File: config.mk
export PLATFORM = sky130hd
export DESIGN_NAME = param_stream_deframer_core
export DESIGN_NICKNAME = d
export VERILOG_FILES = /design/src/psd_pkg.sv /design/src/psd_front.sv /design/src/psd_queue.sv /design/src/psd_back.sv /design/src/param_stream_deframer_core.sv
export SDC_FILE = /design/constraint.sdc
export NUM_CORES = 2
export LEC_CHECK = 0
export BUFFER_PORTS_ARGS = -buffer_cell sky130_fd_sc_hd__buf_4
export CAP_MARGIN = 0
export CORE_ASPECT_RATIO = 1.25
export CORE_MARGIN = 3
export CORE_UTILIZATION = 57
export CTS_BUF_LIST = sky130_fd_sc_hd__clkbuf_8
export CTS_CLUSTER_DIAMETER = 30
export CTS_CLUSTER_SIZE = 10
export DETAILED_ROUTE_END_ITERATION = 10
export PLACE_DENSITY = 0.78
export SLEW_MARGIN = 5
export SYNTH_ARGS = -nofsm -noshare
export SYNTH_HDL_FRONTEND = slang
export SYNTH_HIERARCHICAL = 1
export SYNTH_SLANG_ARGS = --single-unit
File: constraint.sdc
create_clock -name clk -period 22.6 [get_ports clk]
set_input_delay 1.13 -clock clk [delete_from_list [all_inputs] [get_ports clk]]
set_output_delay 1.13 -clock clk [all_outputs]
set_load 0.03 [all_outputs]
File: src/psd_pkg.sv
// Shared types and constants for the parameter stream deframer.
package psd_pkg;

  localparam logic [1:0] KIND_HEADER  = 2'd0;
  localparam logic [1:0] KIND_PAYLOAD = 2'd1;
  localparam logic [1:0] KIND_END     = 2'd2;

  localparam logic [3:0] ST_OK          = 4'd0;
  localparam logic [3:0] ST_TOO_LARGE   = 4'd1;
  localparam logic [3:0] ST_SHORT_HDR   = 4'd2;
  localparam logic [3:0] ST_MAGIC       = 4'd3;
  localparam logic [3:0] ST_VERSION     = 4'd4;
  localparam logic [3:0] ST_RESERVED    = 4'd5;
  localparam logic [3:0] ST_COUNT       = 4'd6;
  localparam logic [3:0] ST_REC_TRUNC   = 4'd7;
  localparam logic [3:0] ST_PAY_LARGE   = 4'd8;
  localparam logic [3:0] ST_PAY_TRUNC   = 4'd9;
  localparam logic [3:0] ST_ARR_LARGE   = 4'd10;
  localparam logic [3:0] ST_SCALAR_ARR  = 4'd11;
  localparam logic [3:0] ST_REQ_LARGE   = 4'd12;
  localparam logic [3:0] ST_SIZE_MISM   = 4'd13;
  localparam logic [3:0] ST_TRAILING    = 4'd14;

  localparam logic [2:0] CFG_FORMAT_VERSION  = 3'd0;
  localparam logic [2:0] CFG_CONVOLVER_ID    = 3'd1;
  localparam logic [2:0] CFG_COEFFICIENTS_ID = 3'd2;
  localparam logic [2:0] CFG_BAND_LEVELS_ID  = 3'd3;
  localparam logic [2:0] CFG_MAX_PAYLOAD     = 3'd4;
  localparam logic [2:0] CFG_MAX_RECORDS     = 3'd5;
  localparam logic [2:0] CFG_MAX_STREAM      = 3'd6;

  // Magic "V4AP" read as a little-endian word.
  localparam logic [31:0] MAGIC_WORD = 32'h5041_3456;
  localparam int StreamHdrBytes = 12;
  localparam int RecordHdrBytes = 24;

  typedef struct packed {
    logic [7:0] data_byte;
    logic       has_byte;
    logic       stream_end;
  } in_t;

  typedef struct packed {
    logic [1:0]         kind;
    logic signed [31:0] param_id;
    logic signed [31:0] value_one;
    logic signed [31:0] value_two;
    logic signed [31:0] value_three;
    logic [31:0]        array_size;
    logic [31:0]        payload_len;
    logic [7:0]         payload_byte;
    logic [31:0]        record_index;
    logic [3:0]         status;
    logic               final_res;
  } out_t;

  // One queue entry: an optional record result followed by an optional end status.
  typedef struct packed {
    logic        has_rec;
    logic        has_end;
    out_t        rec;
    logic [31:0] end_index;
    logic [3:0]  end_status;
  } entry_t;

endpackage

File: src/psd_front.sv
// Front end: configuration registers, byte parser and stream checks.
module psd_front import psd_pkg::*; (
  input  logic        clk,
  input  logic        rst,
  input  logic        cfg_valid,
  input  logic [2:0]  cfg_index,
  input  logic [31:0] cfg_data,
  input  logic        in_valid,
  input  in_t         in_data,
  input  logic        q_full,
  output logic        push,
  output entry_t      push_entry
);

  typedef enum logic [1:0] {
    PH_STREAM_HDR, PH_RECORD_HDR, PH_PAYLOAD, PH_TRAILING
  } phase_t;

  logic [15:0]        format_version;
  logic signed [31:0] convolver_id, coefficients_id, band_levels_id;
  logic [31:0]        max_payload, max_records, max_stream;

  phase_t       phase, phase_next;
  logic [4:0]   pos, pos_next;
  logic [32:0]  total, total_next;
  logic [31:0]  recs_left, recs_left_next;
  logic [31:0]  rec_cnt, rec_cnt_next;
  logic [191:0] hdr, hdr_next;
  logic [31:0]  pay_left, pay_left_next;
  logic [3:0]   pend, pend_next;
  logic [3:0]   first_err, first_err_next;

  logic         accept;
  logic [31:0]  id, arr, len;
  logic [34:0]  req;
  logic [3:0]   st;

  assign accept = in_valid && !q_full;

  always_ff @(posedge clk) begin
    if (rst) begin
      format_version  <= 16'd1;
      convolver_id    <= 32'sd0;
      coefficients_id <= 32'sd1;
      band_levels_id  <= 32'sd2;
      max_payload     <= 32'd65536;
      max_records     <= 32'd256;
      max_stream      <= 32'd1048576;
    end else if (cfg_valid) begin
      case (cfg_index)
        CFG_FORMAT_VERSION:  format_version  <= cfg_data[15:0];
        CFG_CONVOLVER_ID:    convolver_id    <= cfg_data;
        CFG_COEFFICIENTS_ID: coefficients_id <= cfg_data;
        CFG_BAND_LEVELS_ID:  band_levels_id  <= cfg_data;
        CFG_MAX_PAYLOAD:     max_payload     <= cfg_data;
        CFG_MAX_RECORDS:     max_records     <= cfg_data;
        CFG_MAX_STREAM:      max_stream      <= cfg_data;
        default: ;
      endcase
    end
  end

  always_comb begin
    phase_next     = phase;
    pos_next       = pos;
    total_next     = total;
    recs_left_next = recs_left;
    rec_cnt_next   = rec_cnt;
    hdr_next       = hdr;
    pay_left_next  = pay_left;
    pend_next      = pend;
    first_err_next = first_err;
    push           = 1'b0;
    push_entry     = '0;
    id  = '0;
    arr = '0;
    len = '0;
    req = '0;
    st  = ST_OK;

    if (accept && in_data.has_byte) begin
      if (total != '1) total_next = total + 33'd1;
      if (first_err == ST_OK) begin
        if (phase == PH_TRAILING) begin
          first_err_next = ST_TRAILING;
        end else if (phase == PH_PAYLOAD) begin
          push_entry.has_rec = 1'b1;
          push_entry.rec.kind = KIND_PAYLOAD;
          push_entry.rec.payload_byte = in_data.data_byte;
          pay_left_next = pay_left - 32'd1;
        end else begin
          if (pos == '0) hdr_next = '0;
          hdr_next[int'(pos)*8 +: 8] = in_data.data_byte;
          pos_next = pos + 5'd1;
          if (phase == PH_STREAM_HDR && int'(pos) == StreamHdrBytes - 1) begin
            pos_next = '0;
            if (hdr_next[31:0] != MAGIC_WORD) first_err_next = ST_MAGIC;
            else if (hdr_next[47:32] != format_version) first_err_next = ST_VERSION;
            else if (hdr_next[63:48] != '0) first_err_next = ST_RESERVED;
            else if (hdr_next[95:64] > max_records) first_err_next = ST_COUNT;
            else begin
              recs_left_next = hdr_next[95:64];
              phase_next = (hdr_next[95:64] != '0) ? PH_RECORD_HDR : PH_TRAILING;
            end
          end else if (phase == PH_RECORD_HDR && int'(pos) == RecordHdrBytes - 1) begin
            pos_next = '0;
            id  = hdr_next[31:0];
            arr = hdr_next[159:128];
            len = hdr_next[191:160];
            if (len > max_payload) begin
              first_err_next = ST_PAY_LARGE;
            end else begin
              // The first matching id wins when two id registers are equal.
              if (id == convolver_id)         req = {1'b0, arr, 2'b00};
              else if (id == coefficients_id) req = {arr, 3'b000};
              else if (id == band_levels_id)  req = {1'b0, arr, 2'b00};
              if (arr > max_payload) pend_next = ST_ARR_LARGE;
              else if (req == '0)
                pend_next = (len != '0 || arr != '0) ? ST_SCALAR_ARR : ST_OK;
              else if (req > {3'b000, max_payload}) pend_next = ST_REQ_LARGE;
              else if ({3'b000, len} != req) pend_next = ST_SIZE_MISM;
              else pend_next = ST_OK;
              push_entry.has_rec = 1'b1;
              push_entry.rec.kind = KIND_HEADER;
              pay_left_next = len;
              phase_next = PH_PAYLOAD;
            end
          end
        end
        // Record completion, shared by empty payloads and the last payload byte.
        if (push_entry.has_rec && pay_left_next == '0) begin
          if (pend_next != ST_OK) first_err_next = pend_next;
          pend_next = ST_OK;
          rec_cnt_next = rec_cnt + 32'd1;
          recs_left_next = recs_left - 32'd1;
          phase_next = (recs_left_next != '0) ? PH_RECORD_HDR : PH_TRAILING;
        end
      end
    end

    push_entry.rec.param_id     = hdr_next[31:0];
    push_entry.rec.value_one    = hdr_next[63:32];
    push_entry.rec.value_two    = hdr_next[95:64];
    push_entry.rec.value_three  = hdr_next[127:96];
    push_entry.rec.array_size   = hdr_next[159:128];
    push_entry.rec.payload_len  = hdr_next[191:160];
    push_entry.rec.record_index = rec_cnt;

    if (accept && in_data.stream_end) begin
      if (total_next == '0) st = ST_OK;
      else if (total_next > {1'b0, max_stream}) st = ST_TOO_LARGE;
      else if (first_err_next != ST_OK) st = first_err_next;
      else begin
        case (phase_next)
          PH_STREAM_HDR: st = ST_SHORT_HDR;
          PH_RECORD_HDR: st = ST_REC_TRUNC;
          PH_PAYLOAD:    st = ST_PAY_TRUNC;
          default:       st = ST_OK;
        endcase
      end
      push_entry.has_end    = 1'b1;
      push_entry.end_index  = rec_cnt_next;
      push_entry.end_status = st;
      phase_next     = PH_STREAM_HDR;
      pos_next       = '0;
      total_next     = '0;
      recs_left_next = '0;
      rec_cnt_next   = '0;
      hdr_next       = '0;
      pay_left_next  = '0;
      pend_next      = ST_OK;
      first_err_next = ST_OK;
    end
    push = accept && (push_entry.has_rec || push_entry.has_end);
  end

  always_ff @(posedge clk) begin
    if (rst) begin
      phase     <= PH_STREAM_HDR;
      pos       <= '0;
      total     <= '0;
      recs_left <= '0;
      rec_cnt   <= '0;
      hdr       <= '0;
      pay_left  <= '0;
      pend      <= ST_OK;
      first_err <= ST_OK;
    end else begin
      phase     <= phase_next;
      pos       <= pos_next;
      total     <= total_next;
      recs_left <= recs_left_next;
      rec_cnt   <= rec_cnt_next;
      hdr       <= hdr_next;
      pay_left  <= pay_left_next;
      pend      <= pend_next;
      first_err <= first_err_next;
    end
  end

endmodule

File: src/psd_queue.sv
// Two-entry queue between the parser and the output stage.
module psd_queue import psd_pkg::*; (
  input  logic   clk,
  input  logic   rst,
  input  logic   push,
  input  entry_t push_entry,
  input  logic   pop,
  output logic   full,
  output logic   not_empty,
  output entry_t head
);

  entry_t     mem [2];
  logic       wr_ptr, rd_ptr;
  logic [1:0] count;

  assign full      = count[1];
  assign not_empty = count != 2'd0;
  assign head      = mem[rd_ptr];

  always_ff @(posedge clk) begin
    if (push) mem[wr_ptr] <= push_entry;
  end

  always_ff @(posedge clk) begin
    if (rst) begin
      wr_ptr <= 1'b0;
      rd_ptr <= 1'b0;
      count  <= 2'd0;
    end else begin
      if (push) wr_ptr <= !wr_ptr;
      if (pop) rd_ptr <= !rd_ptr;
      count <= count + {1'b0, push} - {1'b0, pop};
    end
  end

endmodule

File: src/psd_back.sv
// Back end: splits queue entries into result transfers through an output register.
module psd_back import psd_pkg::*; (
  input  logic   clk,
  input  logic   rst,
  input  logic   not_empty,
  input  entry_t head,
  output logic   pop,
  output logic   out_valid,
  input  logic   out_stall,
  output out_t   out_data
);

  logic load;
  logic rec_done;
  logic send_rec;
  out_t end_res;

  assign load     = not_empty && (!out_valid || !out_stall);
  assign send_rec = head.has_rec && !rec_done;
  assign pop      = load && !(send_rec && head.has_end);

  always_comb begin
    end_res              = '0;
    end_res.kind         = KIND_END;
    end_res.record_index = head.end_index;
    end_res.status       = head.end_status;
    end_res.final_res    = 1'b1;
  end

  always_ff @(posedge clk) begin
    if (load) out_data <= send_rec ? head.rec : end_res;
  end

  always_ff @(posedge clk) begin
    if (rst) begin
      out_valid <= 1'b0;
      rec_done  <= 1'b0;
    end else begin
      if (load) out_valid <= 1'b1;
      else if (!out_stall) out_valid <= 1'b0;
      if (load) rec_done <= send_rec && head.has_end;
    end
  end

endmodule

File: src/param_stream_deframer_core.sv
// Top level of the parameter stream deframer.
// Takes one stream byte per cycle while in_stall is low and, per record, gives a
// header result and one result per payload byte, then an end status when
// stream_end is seen. An item is accepted in every cycle while the two-entry
// queue between parser and output stage has room; an item that both completes a
// record step and ends the stream yields two results, which leave one after the
// other through the single output register. A result is written into the queue
// as its byte is accepted and then loaded into the out_data register when free.
// Configuration writes are always accepted (cfg_ready is high) and should be made
// between streams.
module param_stream_deframer_core import psd_pkg::*; (
  input  logic        clk,
  input  logic        rst,
  input  logic        cfg_valid,
  output logic        cfg_ready,
  input  logic [2:0]  cfg_index,
  input  logic [31:0] cfg_data,
  input  logic        in_valid,
  output logic        in_stall,
  input  in_t         in_data,
  output logic        out_valid,
  input  logic        out_stall,
  output out_t        out_data
);

  logic   push, pop, q_full, q_not_empty;
  entry_t push_entry, head;

  assign cfg_ready = 1'b1;
  assign in_stall  = q_full;

  psd_front u_front (
    .clk, .rst, .cfg_valid, .cfg_index, .cfg_data, .in_valid, .in_data,
    .q_full, .push, .push_entry
  );

  psd_queue u_queue (
    .clk, .rst, .push, .push_entry, .pop,
    .full(q_full), .not_empty(q_not_empty), .head
  );

  psd_back u_back (
    .clk, .rst, .not_empty(q_not_empty), .head, .pop,
    .out_valid, .out_stall, .out_data
  );

endmodule
# [After elaboration in Yosys (flattened, before gate mapping)]
# Memory sizes are Yosys's and may differ from the RTL's. A register that Yosys moved wholly into a read port is not among the register bits.
# Cells that the tools add are included.
[totals] ff_bits=789 ram_bits=544 input_bits=50 out_inout_bits=242 mem_count=1
[mem_list] memory="u_queue.mem" depth=2 word_bits=272 rd=1 rd_clocked_by_memory_dff=1 write_ports=1 line="psd_queue.sv:13" rtl="entry_t mem [2];"
[op_classes] add_sub_neg=8 order_cmp=5 eq_ne=27 shifts=2 muxes=112 bitwise_logic=2 reduce_logical=49
[op_table] op="two-way mux 192 bit" count=9
[op_table] op="two-way mux 32 bit" count=18
[op_table] op="two-way mux 35 bit" count=9
[op_table] op="bitwise mux 192 bit" count=1
[op_table] op="variable shift 8 x 33 -> 192 bit (first input constant)" count=1
[op_table] op="indexed part select 8 x 33 -> 192 bit" count=1
[op_table] op="nonzero test 32 bit" count=4
[op_table] op="two-way mux 4 bit" count=29
[op_table] op="equality test 32 bit" count=3
[op_table] op="greater-than comparator 32 bit" count=3
[op_table] op="two-way mux 33 bit" count=2
[op_table] op="subtractor 32 x 1 -> 32 bit (second input constant)" count=2
[op_table] op="two-way mux 37 bit" count=1
[op_table] op="two-way mux 36 bit" count=1
[op_table] op="greater-than comparator 35 x 32 -> 1 bit" count=1
[op_table] op="logical NOT 35 bit" count=1
[op_table] op="!= test 32 x 35 -> 1 bit" count=1
[op_table] op="two-way mux 2 bit" count=17
[op_table] op="two-way mux 34 bit" count=1
[op_table] op="adder 33 x 1 -> 33 bit (second input constant)" count=1
[op_table] op="greater-than comparator 33 x 32 -> 1 bit" count=1
[op_table] op="logical NOT 33 bit" count=1
[op_table] op="!= test 33 bit (second input constant)" count=1
[op_table] op="negator 8 -> 33 bit" count=1
[op_table] op="other kinds (34)" count=95

# [Longest topological paths before layout]
[logic_depth] ltp_word=40 depth_mapped=40 ltp_nobuf=32

# [By module]
# The synthesis kept the hierarchy.
[modules_own_cells] module="psd_front" instances=1 cells_per_inst=4660 area_each_um2=34192.8 seq_area_each_um2=10890.4
[modules_own_cells] module="psd_queue" instances=1 cells_per_inst=882 area_each_um2=21155.3 seq_area_each_um2=16736.1
[modules_own_cells] module="psd_back" instances=1 cells_per_inst=515 area_each_um2=9391.5 seq_area_each_um2=7216.9
[modules_own_cells] module="param_stream_deframer_core" instances=1 cells_per_inst=2 area_each_um2=11.3 seq_area_each_um2=0.0

# [Worst setup path before layout]
# Ideal clock, no wire load.
[synth_path] path_type="input-to-reg" start="in out_stall" end="reg u_queue.count[1]" setup_ns=0.064 t_arrival_ns=20.382 t_required_ns=22.536 path_slack_ns=2.154 path_stages=7 n_path_buf=0 cell_sequence="a21boi_0 a21boi_1 ha_1 inv_1 ha_1 xnor3_1 nor2_1"
[synth_between] elab_chain_len=5
[synth_rtl] element="from (decl)" line="param_stream_deframer_core.sv:22" rtl="input logic out_stall,"
[synth_rtl] element="logical NOT 1 bit" line="psd_back.sv:18" rtl="assign load = not_empty && (!out_valid || !out_stall);"
[synth_rtl] element="logical OR 1 bit" line="psd_back.sv:18"
[synth_rtl] element="logical AND 1 bit" line="psd_back.sv:18"
[synth_rtl] element="logical AND 1 bit" line="psd_back.sv:20" rtl="assign pop = load && !(send_rec && head.has_end);"
[synth_rtl] element="net pop" line="param_stream_deframer_core.sv:26" rtl="logic push, pop, q_full, q_not_empty;"
[synth_rtl] element="subtractor 2 x 1 -> 2 bit" line="psd_queue.sv:33" rtl="count <= count + {1'b0, push} - {1'b0, pop};"
[synth_rtl] element="to (signal assigned)" line="psd_queue.sv:33"
[synth_rtl] element="to (decl)" line="psd_queue.sv:15" rtl="logic [1:0] count;"
# The timed path passes the listed nets, and every way through them passes these cells.
# A chain may end at the register's enable or synchronous reset.

==> summary.md <==
| Metric | Value |
|---|---|
| # hold bufs at CTS | `0` |
| Worst-path maximum fanout | `between 60 and 70` |
| I/O Buffers | `a little under 300` |
| Most used cell, CP | `buf_4` |
| Initial DRC Count | `~5,400` |
| Initial antenna violation count | `7` |
| Async set or reset register ratio after synthesis | `0` |
| Most frequent cells in the layout | `edfxtp_1, nand2_1, dfxtp_1` |
| Post-route DRC violation count | `0` |
| DIE HEIGHT | `roughly 380 um` |
| EDFF count, synth | `about 790` |
| GRT Total Usage | `0.3661` |
| Clock buffer depth | `3` |
| Row count | `between 100 and 150` |
| Area growth syn-to-layout | `12.42%` |
| Starting Density | `0.5776` |
| Fin. max-slew vios | `0` |
| Clk slew on worst S/H paths | `about 60 ps` |
| Seq/Total Area, Yosys | `0.5381` |
| Cts bufs inserted | `214` |
| Via density | `between 6 and 7` |
| NumNets Final | `around 6,600` |
| PwrDens | `~100 nW/um2` |
| Final period utilization | `0.5147` |
| Worst Path Required | `~23,000 ps` |
| Number of global-route vias before repair | `approximately 49,000` |
| Die Wd | `between 300 and 400 um` |
| Core area | `approximately 110,000 um2` |
| Share of layout cells above drive strength 1 | `0.1777` |
| Critical Path Max Stage Delay | `between 1000 and 1500 ps` |
| Hold crit path type | `in -> reg` |
| Mapped cell area | `between 60,000 and 70,000 um2` |
| Final wirelength | `around 220 mm` |
| Maximum number of pins on one net before global-route repair | `about 140` |
| Max Clock Freq | `85.97 MHz` |
| Non-Filler Instances | `7,988` |
| Final Hold Viols | `0` |
| Arr. time, crit path | `around 12,000 ps` |
| Leak | `28.11 nW` |
| Num Clock Sinks | `roughly 1,300` |
| RSZ-0062 raised after global routing | `false` |
| Max-slew headroom | `0.05664` |
| DP Area | `between 60,000 and 70,000 um2` |
| Post-Route Utilization | `0.6493` |
| CP Launch Type | `register` |
| Setup violators final | `0` |
| Synthesized flop and latch total | `1,344` |
| Worst slew pin tran | `roughly 1400 ps` |
| GPL Wtd Cong | `~1` |
| Status | `finished, final reports clean` |
| Final instance area | `roughly 73,000 um2` |
| Initial DRT Pass Iterations | `6` |
| Worst-Skew Late Latency | `between 900 and 1000 ps` |
| IR drop worst, VDD | `67.78 uV` |
| Synth warnings | `6` |
| First-pass GRT wire length | `between 300 and 400 mm` |
| Critical setup path kind | `reg -> reg` |
| Element type at the critical path end | `register` |
| CTS tree | `yes` |
| Ys flop type | `edfxtp_1` |
| Crit path time final | `roughly 12,000 ps` |
| Yosys cell types | `around 110` |
| HPWL Detailed | `between 150 and 200 mm` |
| Setup_tns | `0 ps` |
| Routed WL per cell | `roughly 27 um` |
| Cells after DPL | `between 7,000 and 8,000` |
| Clk_skew | `63.03 ps` |
| Post-CTS setup buffer count | `0` |
| Crit-path slowest cell | `dfxtp_1` |
| Max Cap Violations | `0` |
| Fillcell total | `8,574` |
| Hold Slack | `approximately 440 ps` |
| Commonest non-fill, non-tap cell in the layout | `edfxtp_1` |
| ANT nets after route | `0` |
| Via count | `49,941` |
| Number of H-tree levels | `4` |
| Synth Instances | `~6,100` |
| Die area | `117,700 um2` |
| Io pins | `approximately 290` |
| Synthesized area per cell | `~11 um2` |
| Root Driver | `clkbuf_8` |
| Overflow after GRT | `0` |
| Post-CTS Resized | `0` |
## layout make-up
cell class                 count  area, um2  share of cell area
antenna                        6      15.01           0.0002063
clock buffer                 230       3166             0.04349
clock inverter               177       1595             0.02192
inverter                     257      965.9             0.01327
multi-input combinational   4103      27250              0.3744
sequential                  1344      34850              0.4787
tap                         1459       1826             0.02508
timing repair buffer         412       3122             0.04289
## cell usage after synthesis (66+ instances only)
cell type	count	area share
nor2_1	414	0.024
dfxtp_1	551	0.17
ha_1	173	0.033
nand3_1	128	0.0099
nor3_1	111	0.0086
a31oi_1	66	0.0064
clkbuf_1	238	0.014
inv_1	252	0.015
o22ai_1	89	0.0086
mux2_4	266	0.062
xnor2_1	74	0.010
and2_1	409	0.040
nand4_1	95	0.0092
o21ai_0	248	0.019
nand2_1	750	0.043
a21oi_1	359	0.028
edfxtp_1	793	0.37
## state kept, by name (all words and copies together) (netlist names), 33 cells and up, named ones only
register / count
u_queue/mem: 554
u_front/hdr: 192
u_front/total: 33
u_back/out_data: 239
## logic make-up (layout without fill, tap and decap cells)
logic type / Yosys count / after routing / share of synthesized area
simple gates: 2239 / 2239 / 0.1713
other cells: 2 / 13 / 0.0001160
xor+xnor: 126 / 126 / 0.01749
buf+inv: 617 / 1076 / 0.04394
mux: 341 / 341 / 0.07432
flops: 1344 / 1344 / 0.5381
fa+ha+maj: 173 / 173 / 0.03343
compound gates: 1217 / 1217 / 0.1213
## stage by stage
step | power [mW] | setup slack (ps)
3_5_place_dp | 5.076 | 11230
2_1_floorplan | 4.570 | 2154
5_1_grt | 7.549 | 10430
4_1_cts | 7.329 | 11240
6_report | 7.296 | 10970
3_3_place_gp | 5.032 | 11620
## metal layers
metal | track usage | up-vias | routed length [um]
li1 | - | 22421 | -
met1 | 0.4588 | 24247 | 83520
met2 | 0.5798 | 2619 | 100900
met3 | 0.08396 | 654 | 20170
met4 | 0.2199 | 0 | 14390
met5 | 0 | - | 0
## power by group
group          switching [mW]  internal (mW)  total (mW)
logic                    1.21          0.670        1.88
clock network            1.06           1.20        2.27
registers               0.146           3.00        3.15
## worst max-delay path: cells and delay by family (launching register included)
family                     cells  cell delay (ps)
adders and majority gates      3              930
xor gates and xnor gates       1              150
DFF                            1             1020
and+or+nand+nor               10             3480
AOI/OAI and AO/OA              7             2900
muxes                          1              560
buffers and inverters          6             2280
## worst paths after layout
path,start,end,slack [ps],cells after the start
worst max register to register,u_front/pos[0],u_queue/mem[0][23],10970,28
worst min-delay path,out_stall,u_back/out_valid,440,3
worst max-delay path,u_front/pos[0],u_queue/mem[0][23],10970,28
worst min register to register,u_front/max_payload[22],u_front/max_payload[22],450,2
Power figures use the tool's default switching activity.
